`config.mk`:
```
export PLATFORM = sky130hd
export DESIGN_NAME = beam_break_lap_timer
export DESIGN_NICKNAME = d
export VERILOG_FILES = /design/src/sv/bblt_pkg.sv /design/src/sv/beam_break_lap_timer.sv
export SDC_FILE = /design/constraint.sdc
export NUM_CORES = 1
export LEC_CHECK = 0
export BUFFER_PORTS_ARGS = -buffer_cell sky130_fd_sc_hd__buf_2
export CAP_MARGIN = 0
export CORE_MARGIN = 2
export CORE_UTILIZATION = 27
export DETAILED_ROUTE_END_ITERATION = 10
export SLEW_MARGIN = 20
export SYNTH_ARGS = -nofsm -noshare
export SYNTH_HDL_FRONTEND = slang
export SYNTH_SLANG_ARGS = --single-unit
```
`constraint.sdc`:
```
create_clock -name clock -period 14.5 [get_ports clock]
set_input_delay 1.45 -clock clock [delete_from_list [all_inputs] [get_ports clock]]
set_output_delay 1.45 -clock clock [all_outputs]
set_load 0.01 [all_outputs]
```
`src/sv/bblt_pkg.sv`:
```
// Shared constants and types for the beam-break lap timer.
// Depends on nothing; used by sv/beam_break_lap_timer.sv.
`default_nettype none

package bblt_pkg;

   // Width of the internal time base; stamps and intervals wrap at this width.
   localparam int TIME_WIDTH = 32;

   // Width of the shared serial divider; must cover the time base and 32-bit rates.
   localparam int DIV_W = (TIME_WIDTH > 32) ? TIME_WIDTH : 32;
   localparam int DIV_CNT_W = $clog2(DIV_W + 1);

   // Rate numerator: 1e6 us/s scaled by 256 for 24.8 fixed point.
   localparam int RATE_NUM_BITS = 28;
   localparam logic [RATE_NUM_BITS-1:0] RATE_NUM = RATE_NUM_BITS'(256000000);

   // Operand widths that drive the serial step counts.
   localparam int LAP_NUM_BITS  = 16;
   localparam int MEAN_NUM_BITS = 32;

   // Left-align shifts so each division runs only as many steps as its dividend has bits.
   localparam int GATE_SHIFT = DIV_W - TIME_WIDTH;
   localparam int LAP_SHIFT  = DIV_W - LAP_NUM_BITS;
   localparam int RATE_SHIFT = DIV_W - RATE_NUM_BITS;
   localparam int MEAN_SHIFT = DIV_W - MEAN_NUM_BITS;

   // Configuration register indexes.
   localparam int CSR_INDEX_W = 3;
   localparam int CSR_DATA_W  = 16;
   localparam logic [CSR_INDEX_W-1:0] CSR_DETECTION_MODE = 3'd0;
   localparam logic [CSR_INDEX_W-1:0] CSR_ADC_THRESHOLD  = 3'd1;
   localparam logic [CSR_INDEX_W-1:0] CSR_CROSS_PER_LAP  = 3'd2;
   localparam logic [CSR_INDEX_W-1:0] CSR_IR_PERIOD      = 3'd3;
   localparam logic [CSR_INDEX_W-1:0] CSR_IR_HIGH        = 3'd4;

   // Detection modes.
   localparam logic [1:0] MODE_ADC   = 2'd0;
   localparam logic [1:0] MODE_PHOTO = 2'd1;
   localparam logic [1:0] MODE_IR    = 2'd2;

   // Reset values of the configuration registers.
   localparam logic [11:0] ADC_THRESHOLD_RST = 12'd2048;
   localparam logic [7:0]  CROSS_PER_LAP_RST = 8'd1;
   localparam logic [15:0] IR_PERIOD_RST     = 16'd1000;
   localparam logic [15:0] IR_HIGH_RST       = 16'd500;

   typedef enum logic [1:0] {
      PHASE_NONE = 2'd0,
      PHASE_RECV = 2'd1,
      PHASE_INTR = 2'd2
   } phase_type;

endpackage

`default_nettype wire

```
`src/sv/beam_break_lap_timer.sv`:
```
// Beam-break lap timer: sensor flag, beam phase tracking, lap stamps, mean poll rate.
// Depends on bblt_pkg (constants, phase type); one shared serial divider does all divisions.
`default_nettype none

//  channel | ports                          | direction | moves
//  --------+--------------------------------+-----------+--------------------------------
//  req     | req_valid/req_stall + fields   | in        | one poll tick per beat
//  rsp     | rsp_valid/rsp_stall + fields   | out       | one result per tick beat
//  csr     | csr_write/csr_index/csr_wdata  | in        | one register write, no wait
//
//  An update tick runs the shared restoring divider, one quotient bit per cycle,
//  for the lap multiple, the instant rate and the mean step; in IR mode every tick
//  first runs it for the window test. A tick that makes no update skips the rest.
//  Synchronous reset clears phase, counters, stamps and mean rate, and loads the
//  register defaults.
//  req_stall stays high from accept until the result beat leaves; rsp holds while stalled.

module beam_break_lap_timer (
   input  wire logic                          clock,
   input  wire logic                          reset,
   // poll tick input
   input  wire logic                          req_valid,
   output logic                               req_stall,
   input  wire logic [31:0]                   req_time_us,
   input  wire logic [11:0]                   req_adc_sample,
   input  wire logic                          req_photo_level,
   input  wire logic                          req_ir_level,
   // result output
   output logic                               rsp_valid,
   input  wire logic                          rsp_stall,
   output logic                               rsp_updated,
   output logic                               rsp_beam_received,
   output logic [1:0]                         rsp_beam_phase,
   output logic [15:0]                        rsp_crossing_count,
   output logic [31:0]                        rsp_start_time_out,
   output logic [31:0]                        rsp_finish_time_out,
   output logic [31:0]                        rsp_mean_rate_hz,
   output logic [31:0]                        rsp_sample_total,
   // configuration writes
   input  wire logic                          csr_write,
   input  wire logic [bblt_pkg::CSR_INDEX_W-1:0] csr_index,
   input  wire logic [bblt_pkg::CSR_DATA_W-1:0]  csr_wdata
);

   localparam int TW = bblt_pkg::TIME_WIDTH;
   localparam int DW = bblt_pkg::DIV_W;
   localparam int CW = bblt_pkg::DIV_CNT_W;

   typedef enum logic [2:0] {
      S_IDLE,
      S_GATE,
      S_APPLY,
      S_LAP,
      S_RATE,
      S_MEAN,
      S_DONE
   } state_type;

   // sequencer and architectural state
   state_type            state_ff,   state_in;
   bblt_pkg::phase_type  phase_ff,   phase_in;
   logic [15:0]          cross_ff,   cross_in;
   logic [TW-1:0]        start_ff,   start_in;
   logic [TW-1:0]        finish_ff,  finish_in;
   logic [TW-1:0]        last_ff,    last_in;
   logic [31:0]          sample_ff,  sample_in;
   logic [31:0]          mean_ff,    mean_in;
   logic                 upd_ff,     upd_in;
   logic                 recv_ff,    recv_in;

   // configuration registers
   logic [1:0]           mode_ff,    mode_in;
   logic [11:0]          thresh_ff,  thresh_in;
   logic [7:0]           lap_ff,     lap_in;
   logic [15:0]          period_ff,  period_in;
   logic [15:0]          high_ff,    high_in;

   // tick payload and working values
   logic [TW-1:0]        t_ff,       t_in;
   logic                 ir_ff,      ir_in;
   logic                 rx_ff,      rx_in;
   logic                 dir_ff,     dir_in;

   // shared divider
   logic [CW-1:0]        div_cnt_ff, div_cnt_in;
   logic [DW-1:0]        div_quo_ff, div_quo_in;
   logic [DW-1:0]        div_rem_ff, div_rem_in;
   logic [DW-1:0]        div_den_ff, div_den_in;

   logic                 div_start;
   logic [DW-1:0]        div_num;
   logic [DW-1:0]        div_den;
   logic [CW-1:0]        div_steps;
   logic                 div_done;

   logic [DW:0]          div_shift;
   logic                 div_ge;
   logic [DW:0]          div_diff;

   logic [TW-1:0]        interval;
   logic [31:0]          inst_rate;
   logic [31:0]          mean_step;

   assign req_stall = (state_ff != S_IDLE);
   assign rsp_valid = (state_ff == S_DONE);

   assign rsp_updated         = upd_ff;
   assign rsp_beam_received   = recv_ff;
   assign rsp_beam_phase      = phase_ff;
   assign rsp_crossing_count  = cross_ff;
   assign rsp_start_time_out  = 32'(start_ff);
   assign rsp_finish_time_out = 32'(finish_ff);
   assign rsp_mean_rate_hz    = mean_ff;
   assign rsp_sample_total    = sample_ff;

   // One restoring step: shift in the next dividend bit, subtract when it fits.
   assign div_shift = {div_rem_ff, div_quo_ff[DW-1]};
   assign div_ge    = (div_shift >= {1'b0, div_den_ff});
   assign div_diff  = div_shift - {1'b0, div_den_ff};
   assign div_done  = (div_cnt_ff == '0);

   // Interval since the last update wraps with the time base.
   assign interval  = t_ff - last_ff;
   assign inst_rate = (interval == '0) ? 32'hFFFF_FFFF : div_quo_ff[31:0];
   // Round the downward step up so the mean floors toward the instant rate.
   assign mean_step = div_quo_ff[31:0] + 32'(div_rem_ff != '0);

   always_comb begin
      state_in   = state_ff;
      phase_in   = phase_ff;
      cross_in   = cross_ff;
      start_in   = start_ff;
      finish_in  = finish_ff;
      last_in    = last_ff;
      sample_in  = sample_ff;
      mean_in    = mean_ff;
      upd_in     = upd_ff;
      recv_in    = recv_ff;
      mode_in    = mode_ff;
      thresh_in  = thresh_ff;
      lap_in     = lap_ff;
      period_in  = period_ff;
      high_in    = high_ff;
      t_in       = t_ff;
      ir_in      = ir_ff;
      rx_in      = rx_ff;
      dir_in     = dir_ff;
      div_start  = 1'b0;
      div_num    = '0;
      div_den    = '0;
      div_steps  = '0;

      // register writes are to arrive only while the block is idle; the block itself does not enforce it
      if (csr_write) begin
         unique case (csr_index)
            bblt_pkg::CSR_DETECTION_MODE: mode_in   = csr_wdata[1:0];
            bblt_pkg::CSR_ADC_THRESHOLD:  thresh_in = csr_wdata[11:0];
            bblt_pkg::CSR_CROSS_PER_LAP:  lap_in    = csr_wdata[7:0];
            bblt_pkg::CSR_IR_PERIOD:      period_in = csr_wdata[15:0];
            bblt_pkg::CSR_IR_HIGH:        high_in   = csr_wdata[15:0];
            default: ;
         endcase
      end

      unique case (state_ff)
         S_IDLE: begin
            if (req_valid) begin
               t_in    = TW'(req_time_us);
               ir_in   = req_ir_level;
               upd_in  = 1'b0;
               recv_in = 1'b0;
               unique case (mode_ff)
                  bblt_pkg::MODE_ADC: begin
                     rx_in = (req_adc_sample > thresh_ff);
                     if (phase_ff == bblt_pkg::PHASE_NONE && !rx_in) begin
                        state_in = S_DONE;
                     end else begin
                        state_in = S_APPLY;
                     end
                  end
                  bblt_pkg::MODE_PHOTO: begin
                     rx_in = req_photo_level;
                     if (phase_ff == bblt_pkg::PHASE_NONE && !rx_in) begin
                        state_in = S_DONE;
                     end else begin
                        state_in = S_APPLY;
                     end
                  end
                  bblt_pkg::MODE_IR: begin
                     // time mod period gates the IR receiver; zero period acts as one
                     div_start = 1'b1;
                     div_num   = DW'(TW'(req_time_us)) << bblt_pkg::GATE_SHIFT;
                     div_den   = (period_ff == '0) ? DW'(1) : DW'(period_ff);
                     div_steps = CW'(TW);
                     state_in  = S_GATE;
                  end
                  default: begin
                     // no sensor selected: report without update
                     state_in = S_DONE;
                  end
               endcase
            end
         end

         S_GATE: begin
            if (div_done) begin
               rx_in = !ir_ff;
               if (div_rem_ff > DW'(high_ff)) begin
                  state_in = S_DONE;
               end else if (phase_ff == bblt_pkg::PHASE_NONE && ir_ff) begin
                  state_in = S_DONE;
               end else begin
                  state_in = S_APPLY;
               end
            end
         end

         S_APPLY: begin
            priority if (phase_ff == bblt_pkg::PHASE_RECV && !rx_ff && cross_ff == '0) begin
               start_in = t_ff;
            end else if (phase_ff == bblt_pkg::PHASE_INTR && rx_ff && cross_ff != 16'hFFFF) begin
               cross_in = cross_ff + 16'd1;
            end
            phase_in = rx_ff ? bblt_pkg::PHASE_RECV : bblt_pkg::PHASE_INTR;
            if (sample_ff != 32'hFFFF_FFFF) begin
               sample_in = sample_ff + 32'd1;
            end
            // test the new count against the lap multiple; zero acts as one
            div_start = 1'b1;
            div_num   = DW'(cross_in) << bblt_pkg::LAP_SHIFT;
            div_den   = (lap_ff == '0) ? DW'(1) : DW'(lap_ff);
            div_steps = CW'(bblt_pkg::LAP_NUM_BITS);
            state_in  = S_LAP;
         end

         S_LAP: begin
            if (div_done) begin
               if (cross_ff != '0 && div_rem_ff == '0) begin
                  finish_in = t_ff;
               end
               div_start = 1'b1;
               div_num   = DW'(bblt_pkg::RATE_NUM) << bblt_pkg::RATE_SHIFT;
               div_den   = DW'(interval);
               div_steps = CW'(bblt_pkg::RATE_NUM_BITS);
               state_in  = S_RATE;
            end
         end

         S_RATE: begin
            if (div_done) begin
               dir_in    = (inst_rate >= mean_ff);
               div_start = 1'b1;
               div_num   = (dir_in ? DW'(inst_rate - mean_ff) : DW'(mean_ff - inst_rate))
                           << bblt_pkg::MEAN_SHIFT;
               div_den   = DW'(sample_ff);
               div_steps = CW'(bblt_pkg::MEAN_NUM_BITS);
               state_in  = S_MEAN;
            end
         end

         S_MEAN: begin
            if (div_done) begin
               mean_in  = dir_ff ? (mean_ff + div_quo_ff[31:0]) : (mean_ff - mean_step);
               last_in  = t_ff;
               upd_in   = 1'b1;
               recv_in  = rx_ff;
               state_in = S_DONE;
            end
         end

         S_DONE: begin
            if (!rsp_stall) begin
               state_in = S_IDLE;
            end
         end

         default: state_in = S_IDLE;
      endcase

      // shared divider: load on start, else one quotient bit per cycle until the count runs out
      div_cnt_in = div_cnt_ff;
      div_quo_in = div_quo_ff;
      div_rem_in = div_rem_ff;
      div_den_in = div_den_ff;
      if (div_start) begin
         div_cnt_in = div_steps;
         div_quo_in = div_num;
         div_rem_in = '0;
         div_den_in = div_den;
      end else if (!div_done) begin
         div_cnt_in = div_cnt_ff - CW'(1);
         div_quo_in = {div_quo_ff[DW-2:0], div_ge};
         div_rem_in = div_ge ? div_diff[DW-1:0] : div_shift[DW-1:0];
      end
   end

   // control, architectural state and registered result flags
   always_ff @(posedge clock) begin
      if (reset) begin
         state_ff   <= S_IDLE;
         phase_ff   <= bblt_pkg::PHASE_NONE;
         cross_ff   <= '0;
         start_ff   <= '0;
         finish_ff  <= '0;
         last_ff    <= '0;
         sample_ff  <= '0;
         mean_ff    <= '0;
         upd_ff     <= 1'b0;
         recv_ff    <= 1'b0;
         mode_ff    <= bblt_pkg::MODE_ADC;
         thresh_ff  <= bblt_pkg::ADC_THRESHOLD_RST;
         lap_ff     <= bblt_pkg::CROSS_PER_LAP_RST;
         period_ff  <= bblt_pkg::IR_PERIOD_RST;
         high_ff    <= bblt_pkg::IR_HIGH_RST;
         div_cnt_ff <= '0;
      end else begin
         state_ff   <= state_in;
         phase_ff   <= phase_in;
         cross_ff   <= cross_in;
         start_ff   <= start_in;
         finish_ff  <= finish_in;
         last_ff    <= last_in;
         sample_ff  <= sample_in;
         mean_ff    <= mean_in;
         upd_ff     <= upd_in;
         recv_ff    <= recv_in;
         mode_ff    <= mode_in;
         thresh_ff  <= thresh_in;
         lap_ff     <= lap_in;
         period_ff  <= period_in;
         high_ff    <= high_in;
         div_cnt_ff <= div_cnt_in;
      end
   end

   // payload and divider datapath, no reset
   always_ff @(posedge clock) begin
      t_ff       <= t_in;
      ir_ff      <= ir_in;
      rx_ff      <= rx_in;
      dir_ff     <= dir_in;
      div_quo_ff <= div_quo_in;
      div_rem_ff <= div_rem_in;
      div_den_ff <= div_den_in;
   end

endmodule

`default_nettype wire
```
## Yosys cells after proc, flatten, opt, wreduce, memory -nomap -nowiden

Cells that the tools add are included.

- Add/subtract/negate cells: 10
- Magnitude comparators: 4
- Eq/ne operators: 24
- Mux-type cells: 53
- Reduce and logical (&&, ||, !) cells: 42

Operators by type and width:

| cell | number |
|---|---|
| 32-bit 2-to-1 mux | 12 |
| 32-bit case mux with 4 select lines | 2 |
| 32-bit subtractor | 5 |
| 16-bit 2-to-1 mux | 5 |
| 32-bit logical NOT | 2 |
| 33-bit by 32-bit >= comparator with 1-bit output | 1 |
| 32-bit by 1-bit adder with 32-bit output | 1 |
| 32-bit by 1-bit adder with 32-bit output, second input constant | 1 |
| 32-bit adder | 1 |
| 32-bit >= comparator | 1 |
| 32-bit by 16-bit > comparator with 1-bit output | 1 |
| 16-bit logical NOT | 2 |
| 32-bit != test, second input constant | 1 |
| 32-bit nonzero test | 1 |
| 3-bit 2-to-1 mux | 10 |
| 6-bit 2-to-1 mux | 5 |
| 6-bit case mux with 4 select lines | 1 |
| 3-bit case mux with 7 select lines | 1 |
| 2-bit AND reduction | 10 |
| 16-bit by 1-bit adder with 16-bit output, second input constant | 1 |
| 16-bit != test, second input constant | 1 |
| 16-bit nonzero test | 1 |
| 2-bit != test, second input constant | 7 |
| 3-bit by 2-bit equality test with 1-bit output, second input constant | 4 |
| 26 further kinds | 56 |

- Register bits: 374
- Input bits: 70
- Output and inout bits: 150
- Word-level logic and storage cells: 156

## Depth between registers and ports, before layout

- Depth in word-level cells: 8
- Mapped depth: 30
- Mapped depth without buffers: 27

## Worst setup path after synthesis

No wires, ideal clock.

- Kind: register -> register
- Start: register t_ff[4]
- End: register div_quo_ff[27], data pin
- Setup time: 271 ps
- Arrival time: 5969 ps
- Required time: 14229 ps
- Slack: 8260 ps
- Cell stages (with the launch flop): 29
- Path buffers: 3
- Clock period less this slack: 6240 ps
- Path through: edfxtp_1 -> ha_1 -> a21o_1 -> or3_1 -> o21a_2 -> a31oi_4 -> nor2_1 -> nor2_1 -> xnor2_1 -> or4b_4 -> nor4_4 -> nand3_4 -> buf_6 -> o21a_1 -> ha_1 -> fa_1 -> nor2b_1 -> o21ai_0 -> a21boi_0 -> o21a_1 -> o21a_1 -> o2111ai_1 -> nand2_1 -> buf_1 -> buf_2 -> nand3b_1 -> a31oi_1 -> xor2_1 -> o21ai_0

- Cells in the longest elaborated chain, start to end: 8
- Elaborated cells between the ends (all ways): 10
- Those cells by class: add/sub (3); order compare (1); mux (5); reduce/logical (1)

Ends and longest elaborated chain:

| what | line | source |
|---|---|---|
| from (decl) | beam_break_lap_timer.sv:79 | `logic [TW-1:0] t_ff, t_in;` |
| from (signal assigned) | beam_break_lap_timer.sv:338 | `t_ff <= t_in;` |
| 32-bit subtractor * | beam_break_lap_timer.sv:123 | `assign interval = t_ff - last_ff;` |
| 32-bit logical NOT * | beam_break_lap_timer.sv:124 | `assign inst_rate = (interval == '0) ? 32'hFFFF_FFFF : div_quo_ff[31:0];` |
| 32-bit 2-to-1 mux * | beam_break_lap_timer.sv:124 |  |
| 32-bit subtractor / 32-bit >= comparator (equally long branches) | beam_break_lap_timer.sv:253, beam_break_lap_timer.sv:251 |  |
| 32-bit 2-to-1 mux * | beam_break_lap_timer.sv:253 | `div_num = (dir_in ? DW'(inst_rate - mean_ff) : DW'(mean_ff - inst_rate))` |
| 32-bit 2-to-1 mux * | beam_break_lap_timer.sv:250 | `if (div_done) begin` |
| 32-bit case mux with 4 select lines * | beam_break_lap_timer.sv:165 | `unique case (state_ff)` |
| 32-bit 2-to-1 mux * | beam_break_lap_timer.sv:285 | `if (div_start) begin` |
| named net div_quo_in[27] | beam_break_lap_timer.sv:86 | `logic [DW-1:0] div_quo_ff, div_quo_in;` |
| to (signal assigned) | beam_break_lap_timer.sv:342 | `div_quo_ff <= div_quo_in;` |
| to (decl) | beam_break_lap_timer.sv:86 |  |

The timed path passes the listed nets; every way through them passes the cells marked *.
A chain may end at the register's enable or synchronous reset.

## Worst setup path after layout

- Start: register t_ff[4]
- End: register div_quo_ff[30], data pin

The elaborated chain is that of the path after synthesis.

==> results by group <==
Cells and area
  – Area Growth Syn to Fin: 13.6%
  – Layout cells sized above 1: 0.109
  – Finished Cell Area: 30700 um^2
  – Nets: 3720

Global routing
  – Vias in the first global route: 22.5k
  – Total grt overflow: 0
  – Largest net degree at the start of global routing: 99
  – Gr usage total: 0.171
  – Antenna violations before repair: 5
  – First-pass GRT wire length: 137000 um

Worst hold path
  – Hold/Removal Path Class: flop to flop

Power and ir drop
  – Pleak: 12.7 nW
  – P per Cell Area: 208 nW/um^2
  – Clk pwr share: 0.172
  – P_sw: 2.92 mW
  – Net Sw Frac: 0.456
  – Design internal power: 3.48 mW
  – Register share of total power: 0.249
  – VDD IR max: 0.0000905 V
  – Combinational share of power: 0.580

Placed design
  – PortBufs: 219
  – Final GP Congestion: 0.919
  – Place WS: 6.76 ns
  – DP Wirelength: 71000 um
  – Area post-placement: 29300 um^2

Yosys
  – Count of cell types in the netlist: 89
  – Synthesis Warnings: 0
  – Cells after Synth: 3264
  – Syn avg cell area: 8.29 um^2
  – Post-synth top flop: dfxtp_1
  – Largest cells by area after synthesis: dfxtp_1 20%, ha_1 12%, edfxtp_1 11%
  – Post-synth EDFFs: 99
  – Async SR Flop Fraction: 0
  – Synth area leader: dfxtp_1
  – Seq cells post-synth: 374
  – Top-count cell post-synth: nand2_1
  – Most instantiated cells after synthesis: 337 x nand2_1, 309 x a21oi_1, 275 x dfxtp_1, 253 x nor2_1, 250 x ha_1
  – Synth Cell Area: 27100 um^2
  – Net Count, Synth: 3591
  – Sequential-to-total area share from yosys stat: 0.313
  – Yosys top cell area share: 0.203

STA
  – RSZ-0062 raised after global routing: false
  – Relative slew slack: 0.299
  – Final WS setup: 6.65 ns
  – Tcrit/Tclk final: 0.541
  – Slew @ Worst Pin: 1.03 ns
  – Final min period: 7.85 ns
  – Max Freq: 0.127 GHz
  – Final Max Tran Viols: 0
  – Final TNS setup: 0 ns
  – Final setup fails: 0
  – Skew final: 0.0275 ns
  – Final Hold Vio Count: 0

Critical path
  – Worst r2r path cells: 26
  – Worst Setup SP: t_ff[4]$_DFFE_PP_
  – CP required: 14.94 ns
  – Reg2Reg Launch Point: t_ff[4]$_DFFE_PP_
  – CP Capture Type: flop
  – Max incr delay on CP: 0.58 ns
  – Worst setup path end: div_quo_ff[30]$_DFFE_PP_
  – Crit Path Class: flop to flop
  – Type of element launching the critical path: flop
  – Slowest CP cell: buf_4
  – R2R Setup Slk: 6.65 ns
  – Worst reg2reg endpoint: div_quo_ff[30]$_DFFE_PP_
  – CP Data Arrival Time: 8.29 ns
  – Crit path max fanout: 63

Route
  – Vias: 24.2k
  – Vias per cell: 5.13
  – First-pass DRT Iterations: 6
  – Initial DRC count: 2141
  – Routed len/inst: 19.3 um
  – DRC Markers: 0
  – Antenna viol nets, final: 0
  – DRT Wirelength: 91100 um

Outcome
  – Outcome: finished clean

Clock tree
  – H-tree levels: 2
  – CTS tree: built
  – Insertion delay to the later sink of the worst-skew pair: 0.59 ns
  – Post-CTS Setup Repair Bufs: 0
  – Root cell of the clock tree: clkbuf_16
  – CTS clk-pin slew, worst paths: 0.06 ns
  – Clock Path Buffers: 3
  – Resized Gates After CTS: 0
  – Number of hold buffers added after CTS: 0
  – Sink Count: 374
  – TritonCTS Buffers: 46

Flow run
  – Max Cap Viol: 0

Floorplan
  – Die Width: 321 um
  – Die Y: 321 um
  – Die ar.: 103000 um^2
  – Starting Density: 0.271
  – Core box area: 99700 um^2
  – I/O pins: 220
  – FP Rows: 116
[power groups by stage]
stage                     Sequential, mW  Clock [mW]  Combinational, mW
after floorplan                     1.48           0               2.91
after global placement              1.60           0               3.66
after detailed placement            1.60           0               3.68
after CTS                           1.59        1.13               3.69
after global routing                1.61        1.17               4.12
final                               1.59        1.10               3.71
[critical path, delay by kind of cell (launching register included)]
family / cells / cell delay, ns
DFF: 1 / 0.45
adders and majority gates: 2 / 0.78
muxes: 1 / 0.28
AOI/OAI and AO/OA: 14 / 3.53
and+or+nand+nor: 7 / 1.65
buffers and inverters: 2 / 0.96
[cell type report]
cell class              count  area (um^2)
diodes                      2         5.00
well taps                1298         1620
multi-input cells        2499        17100
repair buffers            243         1280
flip-flops and latches    374         8480
clock buffers              62         1240
clock inverters            20          159
fillers                 10500        69000
inverters                 229          860
[through the flow]
stage	std cells	hold WS, ns	power, mW	util
finish	4727	0.453	6.40	0.308
detailed placement	4643	0.447	5.28	0.294
CTS	4725	0.455	6.40	0.308
global route	4725	0.469	6.90	0.308
global placement	4643	0.442	5.26	0.294
floorplan	3264	0.436	4.39	-
[worst min-delay path by stage]
stage,startpoint,endpoint,slack [ns],cells after the start
finish,last_ff[21]$_SDFFE_PP0P_,last_ff[21]$_SDFFE_PP0P_,0.45,2
global route,thresh_ff[8]$_SDFFE_PP0P_,thresh_ff[8]$_SDFFE_PP0P_,0.47,2
CTS,last_ff[17]$_SDFFE_PP0P_,last_ff[17]$_SDFFE_PP0P_,0.45,2
detailed placement,last_ff[17]$_SDFFE_PP0P_,last_ff[17]$_SDFFE_PP0P_,0.45,2
global placement,last_ff[17]$_SDFFE_PP0P_,last_ff[17]$_SDFFE_PP0P_,0.44,2
floorplan,high_ff[10]$_SDFFE_PP0P_,high_ff[10]$_SDFFE_PP0P_,0.44,2
[cells in the final DEF, fill, tap and decap left out, types with 24 or more instances in the layout]
cell,netlist,routed
nand4_1,39,39
o21bai_1,41,41
o21a_1,25,25
a21o_1,102,102
o21ai_0,193,193
nor2b_1,34,33
xnor2_1,111,111
edfxtp_1,99,99
a22oi_1,27,27
ha_1,250,250
or3_1,31,30
nor3_1,43,43
and3_1,31,29
nor4_1,26,25
clkbuf_16,0,46
o21ba_1,26,26
nand3b_1,25,25
dfxtp_1,275,275
xor2_1,64,64
buf_4,1,24
nand3_1,72,70
nand2_1,337,336
mux2i_1,122,122
a21oi_1,309,309
nor2_1,253,252
nand2b_1,28,28
a211oi_1,41,41
buf_2,5,218
inv_1,228,227
[state kept, by name, indices dropped and copies added, names as in the netlist, 12 cells and up]
register	cells
rsp_mean_rate_hz	32
thresh_ff	12
rsp_finish_time_out	32
rsp_crossing_count	16
div_quo_ff	32
rsp_start_time_out	32
rsp_sample_total	32
high_ff	16
t_ff	32
div_rem_ff	32
period_ff	16
div_den_ff	32
last_ff	32
[metal layers]
layer,vias up,share of wire,routed length (um),track usage
met5,-,0.00016,15,0
met4,2,0.034,3080,0.0591
met3,138,0.072,6550,0.0289
met2,716,0.44,40500,0.272
met1,11400,0.45,41000,0.234
li1,11900,-,-,-
[cells by family after synthesis]
kind of cell | count (synthesis) | synth area share
flops | 374 | 0.313
simple gates | 976 | 0.171
buf+inv | 391 | 0.0571
compound gates | 960 | 0.233
xor+xnor | 175 | 0.0566
fa+ha+maj | 257 | 0.121
mux | 131 | 0.0489
(Power assumes the default switching activity.)
